[src/rtl/pct_pkg.sv]
`timescale 1ns / 1ps
// ----------------------------------------------------------------------------
// pct_pkg
// Shared widths, codes and control structs of the call timer stack.
// ----------------------------------------------------------------------------
package pct_pkg;

    localparam int TID_W       = 22;
    localparam int CALL_ADDR_W = 48;
    localparam int TS_W        = 64;
    localparam int STATUS_W    = 2;
    localparam int DEPTH_OUT_W = 5;

    // event kinds
    localparam logic MODE_ENTRY  = 1'b0;
    localparam logic MODE_RETURN = 1'b1;

    // result status codes
    localparam logic [STATUS_W-1:0] ST_DONE        = 2'd0;
    localparam logic [STATUS_W-1:0] ST_STACK_FULL  = 2'd1;
    localparam logic [STATUS_W-1:0] ST_TABLE_FULL  = 2'd2;

    // lookup result of the thread table
    typedef struct packed {
        logic hit;       // thread owns a slot
        logic free_any;  // at least one slot is unused
    } t_slot_stat;

    // update command to the thread table, applied to the selected slot
    typedef struct packed {
        logic push;      // claim slot, store tag, fill + 1
        logic pop;       // fill - 1, free slot when it empties
        logic vacate;    // free slot
    } t_slot_cmd;

endpackage

[src/rtl/pct_slot_table.sv]
`timescale 1ns / 1ps
// ----------------------------------------------------------------------------
// pct_slot_table
// Thread table: slot tags, valid bits and stack fill counts with lookup.
// ----------------------------------------------------------------------------
module pct_slot_table #(
    parameter int THREAD_SLOTS = 16,
    parameter int SLOT_W       = 4,
    parameter int FILL_W       = 6
) (
    input  logic                         i_clk,
    input  logic                         i_rst_n,
    input  logic [pct_pkg::TID_W-1:0]    i_tid,
    input  pct_pkg::t_slot_cmd           i_cmd,
    output pct_pkg::t_slot_stat          o_stat,
    output logic [SLOT_W-1:0]            o_sel_idx,
    output logic [FILL_W-1:0]            o_sel_fill
);

    localparam logic [FILL_W-1:0] FILL_ONE = FILL_W'(1);

    logic                      r_valid [THREAD_SLOTS];
    logic [pct_pkg::TID_W-1:0] r_tag   [THREAD_SLOTS];
    logic [FILL_W-1:0]         r_fill  [THREAD_SLOTS];

    logic              hit;
    logic              free_any;
    logic [SLOT_W-1:0] hit_idx;
    logic [SLOT_W-1:0] free_idx;

    // tag match: at most one valid slot carries a given thread
    always_comb begin
        hit     = 1'b0;
        hit_idx = '0;
        for (int s = 0; s < THREAD_SLOTS; s++) begin
            if (r_valid[s] && (r_tag[s] == i_tid)) begin
                hit     = 1'b1;
                hit_idx = SLOT_W'(s);
            end
        end
    end

    // lowest unused slot
    always_comb begin
        free_any = 1'b0;
        free_idx = '0;
        for (int s = THREAD_SLOTS - 1; s >= 0; s--) begin
            if (!r_valid[s]) begin
                free_any = 1'b1;
                free_idx = SLOT_W'(s);
            end
        end
    end

    assign o_stat.hit      = hit;
    assign o_stat.free_any = free_any;
    assign o_sel_idx       = hit ? hit_idx : free_idx;
    // a freshly claimed slot starts empty
    assign o_sel_fill      = hit ? r_fill[hit_idx] : '0;

    // valid bits and fill counts
    always_ff @(posedge i_clk) begin
        if (!i_rst_n) begin
            for (int s = 0; s < THREAD_SLOTS; s++) begin
                r_valid[s] <= 1'b0;
                r_fill[s]  <= '0;
            end
        end else if (i_cmd.push) begin
            r_valid[o_sel_idx] <= 1'b1;
            r_fill[o_sel_idx]  <= o_sel_fill + FILL_ONE;
        end else if (i_cmd.pop) begin
            r_fill[o_sel_idx] <= o_sel_fill - FILL_ONE;
            if (o_sel_fill == FILL_ONE) begin
                r_valid[o_sel_idx] <= 1'b0;
            end
        end else if (i_cmd.vacate) begin
            r_valid[o_sel_idx] <= 1'b0;
        end
    end

    // tags, meaningful only while the slot is valid
    always_ff @(posedge i_clk) begin
        if (i_cmd.push) begin
            r_tag[o_sel_idx] <= i_tid;
        end
    end

endmodule

[config.mk]
export PLATFORM = sky130hd
export DESIGN_NAME = pct_slot_table
export DESIGN_NICKNAME = d
export VERILOG_FILES = /design/src/rtl/pct_pkg.sv /design/src/rtl/pct_slot_table.sv
export SDC_FILE = /design/constraint.sdc
export NUM_CORES = 1
export LEC_CHECK = 0
export BUFFER_PORTS_ARGS = -buffer_cell sky130_fd_sc_hd__buf_2
export CAP_MARGIN = 10
export CORE_ASPECT_RATIO = 0.9
export CORE_UTILIZATION = 50
export DETAILED_ROUTE_END_ITERATION = 12
export PLACE_DENSITY = 0.75
export SETUP_SLACK_MARGIN = 0.15
export SLEW_MARGIN = 20
export SYNTH_ARGS = -nofsm -noshare
export SYNTH_HDL_FRONTEND = slang
export SYNTH_SLANG_ARGS = --single-unit
[constraint.sdc]
create_clock -name i_clk -period 5 [get_ports i_clk]
set_clock_uncertainty 0.05 [all_clocks]
set_input_delay 0.5 -clock i_clk [delete_from_list [all_inputs] [get_ports i_clk]]
set_output_delay 0.5 -clock i_clk [all_outputs]
set_load 0.02 [all_outputs]
==> results.sh <==
export IMPL_clk_pin_slew_ns=0.06
export IMPL_dr_pass1_iters=7
export IMPL_cellInternalPower_w=0.00642
export IMPL_detail_route_drc_violations=0
export IMPL_max_slew_worst_pin_slew_ns=0.742
export IMPL_vdd_drop_max_v=0.000349
export IMPL_grt_max_degree=36
export IMPL_required_ns=4.45
export IMPL_synth_most_common_cell="sky130_fd_sc_hd__edfxtp_1"
export IMPL_grt_setup_unrepaired="true"
export IMPL_die_outline_area_um2=45400
export IMPL_place_worst_setup_slack_ns=-0.537
export IMPL_clock_root_cell="sky130_fd_sc_hd__clkbuf_16"
export IMPL_chipWidth_um=224
export IMPL_setup_ws_ns=0.0299
export IMPL_post_synth_num_cell_types=81
export IMPL_ant_nets=0
export IMPL_pwr_density_cell_nw_per_um2=296
export IMPL_grt_overflow_total=0
export IMPL_cts_h_tree_depth=2
export IMPL_total_power_w=0.00840
export IMPL_antenna_found_initial=0
export IMPL_syn_to_final_growth_pct=27.3
export IMPL_drt_initial_drc_count=2145
export IMPL_setup_viol_count_final=0
export IMPL_initial_utilization=0.513
export IMPL_clk_latency_ns=0.60
export IMPL_gpl_final_weighted_congestion=1.03
export IMPL_grt_pass1_wl_mm=99.1
export IMPL_total_routing_usage_gr=0.296
export IMPL_outcome="complete, no violations"
export IMPL_numCtsBuffers=48
export IMPL_synth_yosys_warnings=0
export IMPL_post_cts_hold_buffer_count=0
export IMPL_post_route_cells_drive_above_1_share=0.301
export IMPL_routed_wirelength_mm=67.7
export IMPL_synth_top_area_share=0.604
export IMPL_r2r_slack_ns=0.11
export IMPL_min_path_type="in2reg"
export IMPL_first_global_vias=15700
export IMPL_final_net_count=2094
export IMPL_postSynth_asyncResetShare=0
export IMPL_synthesis_instances=1691
export IMPL_post_drt_via_cell_ratio=5.98
export IMPL_arrival_ns=4.42
export IMPL_post_drt_wl_per_cell_um=25.2
export IMPL_fill_cells=3181
export IMPL_number_of_buffers_on_the_longest_clock_path=3
export IMPL_path_max_fanout=6
export IMPL_tritoncts_num_sinks=464
export IMPL_design_portCount=39
export IMPL_netlist_area_um2=22300
export IMPL_highest_clock_rate_mhz=201
export IMPL_final_period_utilization=0.994
export IMPL_core_area_um2=43400
export IMPL_synth_area_leaders="sky130_fd_sc_hd__edfxtp_1 60%, sky130_fd_sc_hd__xor2_1 7.6%, sky130_fd_sc_hd__xnor2_1 6.6%"
export IMPL_yosys_register_bits=464
export IMPL_routed_via_count=16100
export IMPL_synth_seq_area_share=0.618
export IMPL_floorplan_die_height_um=202
export IMPL_share_of_total_power_in_the_clock_network=0.393
export IMPL_final_hold_violating_endpoints=0
export IMPL_final_min_clock_period_ns=4.97
export IMPL_detailed_place_hpwl_mm=47.9
export IMPL_power_frac_comb=0.088
export IMPL_tritoncts_clock_tree="yes"
export IMPL_report_final_slew_viol_count=0
export IMPL_synth_edf_count=448
export IMPL_critPathKind="reg2out"
export IMPL_max_cap_violations=0
export IMPL_diodes=0
export IMPL_power_leakage_nw=9.99
export IMPL_portBuffers=38
export IMPL_dominant_synthesized_flop_cell="sky130_fd_sc_hd__edfxtp_1"
export IMPL_synth_nets=1721
export IMPL_sw_frac_of_total=0.235
export IMPL_slew_headroom=0.504
export IMPL_share_seq_of_total_power=0.518
export IMPL_synth_top_area_cell="sky130_fd_sc_hd__edfxtp_1"
export IMPL_worstSetupEndpointType="primary output"
export IMPL_placement_rows=72
export IMPL_cp_start_kind="flip-flop"
export IMPL_yosys_top_cells_count="448 x sky130_fd_sc_hd__edfxtp_1, 194 x sky130_fd_sc_hd__xor2_1, 169 x sky130_fd_sc_hd__xnor2_1"
export IMPL_p_switching_w=0.00198
export IMPL_average_cell_area_after_synthesis_um2=13.2
-- cells in the final DEF, fill, tap and decap left out, types with 16 or more instances in the layout --
cell,count
sky130_fd_sc_hd__nor2_1,102
sky130_fd_sc_hd__nand3_1,41
sky130_fd_sc_hd__nand4_1,78
sky130_fd_sc_hd__nand2_1,96
sky130_fd_sc_hd__nor3_1,23
sky130_fd_sc_hd__dfxtp_1,16
sky130_fd_sc_hd__nor2_2,17
sky130_fd_sc_hd__xnor2_1,155
sky130_fd_sc_hd__buf_6,20
sky130_fd_sc_hd__edfxtp_1,448
sky130_fd_sc_hd__nor4_1,68
sky130_fd_sc_hd__a21oi_1,16
sky130_fd_sc_hd__mux2i_1,32
sky130_fd_sc_hd__buf_4,296
sky130_fd_sc_hd__xor2_1,193
sky130_fd_sc_hd__o21ai_0,29
sky130_fd_sc_hd__buf_2,30
sky130_fd_sc_hd__nor2_4,27
sky130_fd_sc_hd__clkbuf_16,53
sky130_fd_sc_hd__buf_12,42
-- registers in the layout, summed over array words and instances, names as in the netlist --
name and flops:
r_valid 16, r_tag 352, r_fill 96
-- worst paths after layout --
| kind | start | endpoint | cells after the start |
|---|---|---|---|
| hold reg to reg | r_valid[10]$_DFF_P_ | r_valid[10]$_DFF_P_ | 2 |
| setup / recovery | r_tag[1][2]$_DFFE_PP_ | o_sel_fill[4] | 16 |
| setup reg to reg | r_tag[1][2]$_DFFE_PP_ | r_fill[4][5]$_SDFFCE_PN0P_ | 18 |
| hold / removal | i_tid[6] | r_tag[7][6]$_DFFE_PP_ | 1 |
-- layer usage --
| layer | up-vias | track usage | part of all wire |
|---|---|---|---|
| met5 | - | 0 | 0 |
| met1 | 7965 | 0.422 | 0.40 |
| met2 | 935 | 0.449 | 0.45 |
| li1 | 7038 | - | - |
| met3 | 144 | 0.0629 | 0.11 |
| met4 | 0 | 0.101 | 0.031 |
-- final cells by class --
class                           count  area [um^2]  area share
Sequential cell                   464        13800       0.486
Multi-Input combinational cell   1140         8810       0.311
Timing Repair Buffer              394         3550       0.125
Clock buffer                       64         1280      0.0452
Tap cell                          592          741      0.0261
Clock inverter                     20          129     0.00455
Inverter                           16         60.1     0.00212
-- worst max-delay path, stage by stage (launching register included) --
cell and delay, ns:
sky130_fd_sc_hd__edfxtp_1 0.38, sky130_fd_sc_hd__xor2_1 0.18, sky130_fd_sc_hd__or4b_4 0.55, sky130_fd_sc_hd__nor4_4 0.38, sky130_fd_sc_hd__o311ai_4 0.20, sky130_fd_sc_hd__a311o_1 0.36
sky130_fd_sc_hd__a21oi_2 0.19, sky130_fd_sc_hd__o21a_1 0.17, sky130_fd_sc_hd__buf_12 0.14, sky130_fd_sc_hd__buf_4 0.11, sky130_fd_sc_hd__mux2i_1 0.42, sky130_fd_sc_hd__a22oi_1 0.20
sky130_fd_sc_hd__o211ai_1 0.13, sky130_fd_sc_hd__buf_4 0.16, sky130_fd_sc_hd__buf_6 0.10, sky130_fd_sc_hd__inv_2 0.03, sky130_fd_sc_hd__buf_6 0.12
-- stage by stage --
step	TNS, ns	std cells	util	cell area (um^2)	hold slack, ns
detailed placement	-38.58	2576	0.595	25800	0.532
finish	0	2690	0.653	28400	0.103
global route	-0.0189	2690	0.653	28400	0.106
CTS	0	2675	0.636	27600	0.0871
floorplan	-8.49	1691	-	22500	0.490
global placement	-30.70	2576	0.595	25800	0.548
-- kinds of logic after synthesis --
family                   synth area share
buffers and inverters              0.0242
AO/OA/AOI/OAI                      0.0431
adder cells (fa/ha/maj)           0.00169
XOR/XNOR                            0.144
multiplexers                       0.0253
AND/OR/NAND/NOR                     0.143
flip-flops                          0.618
-- power groups by stage --
stage	Clock, W	Combinational (W)	Sequential (W)
after CTS	0.00333	0.000700	0.00435
after global placement	0	0.000671	0.00443
after detailed placement	0	0.000685	0.00443
after floorplan	0	0.000345	0.00442
after global routing	0.00347	0.000778	0.00435
final	0.00330	0.000742	0.00435
-- timing repair --
action | in CTS | in global routing
cloned | 0 | 4
setup endpoints to repair | 80 | 132
setup buffers | 15 | 11
pin swaps | 23 | 26
gates resized for setup | 46 | 131
Note: power is estimated with default switching activity, not from simulation.
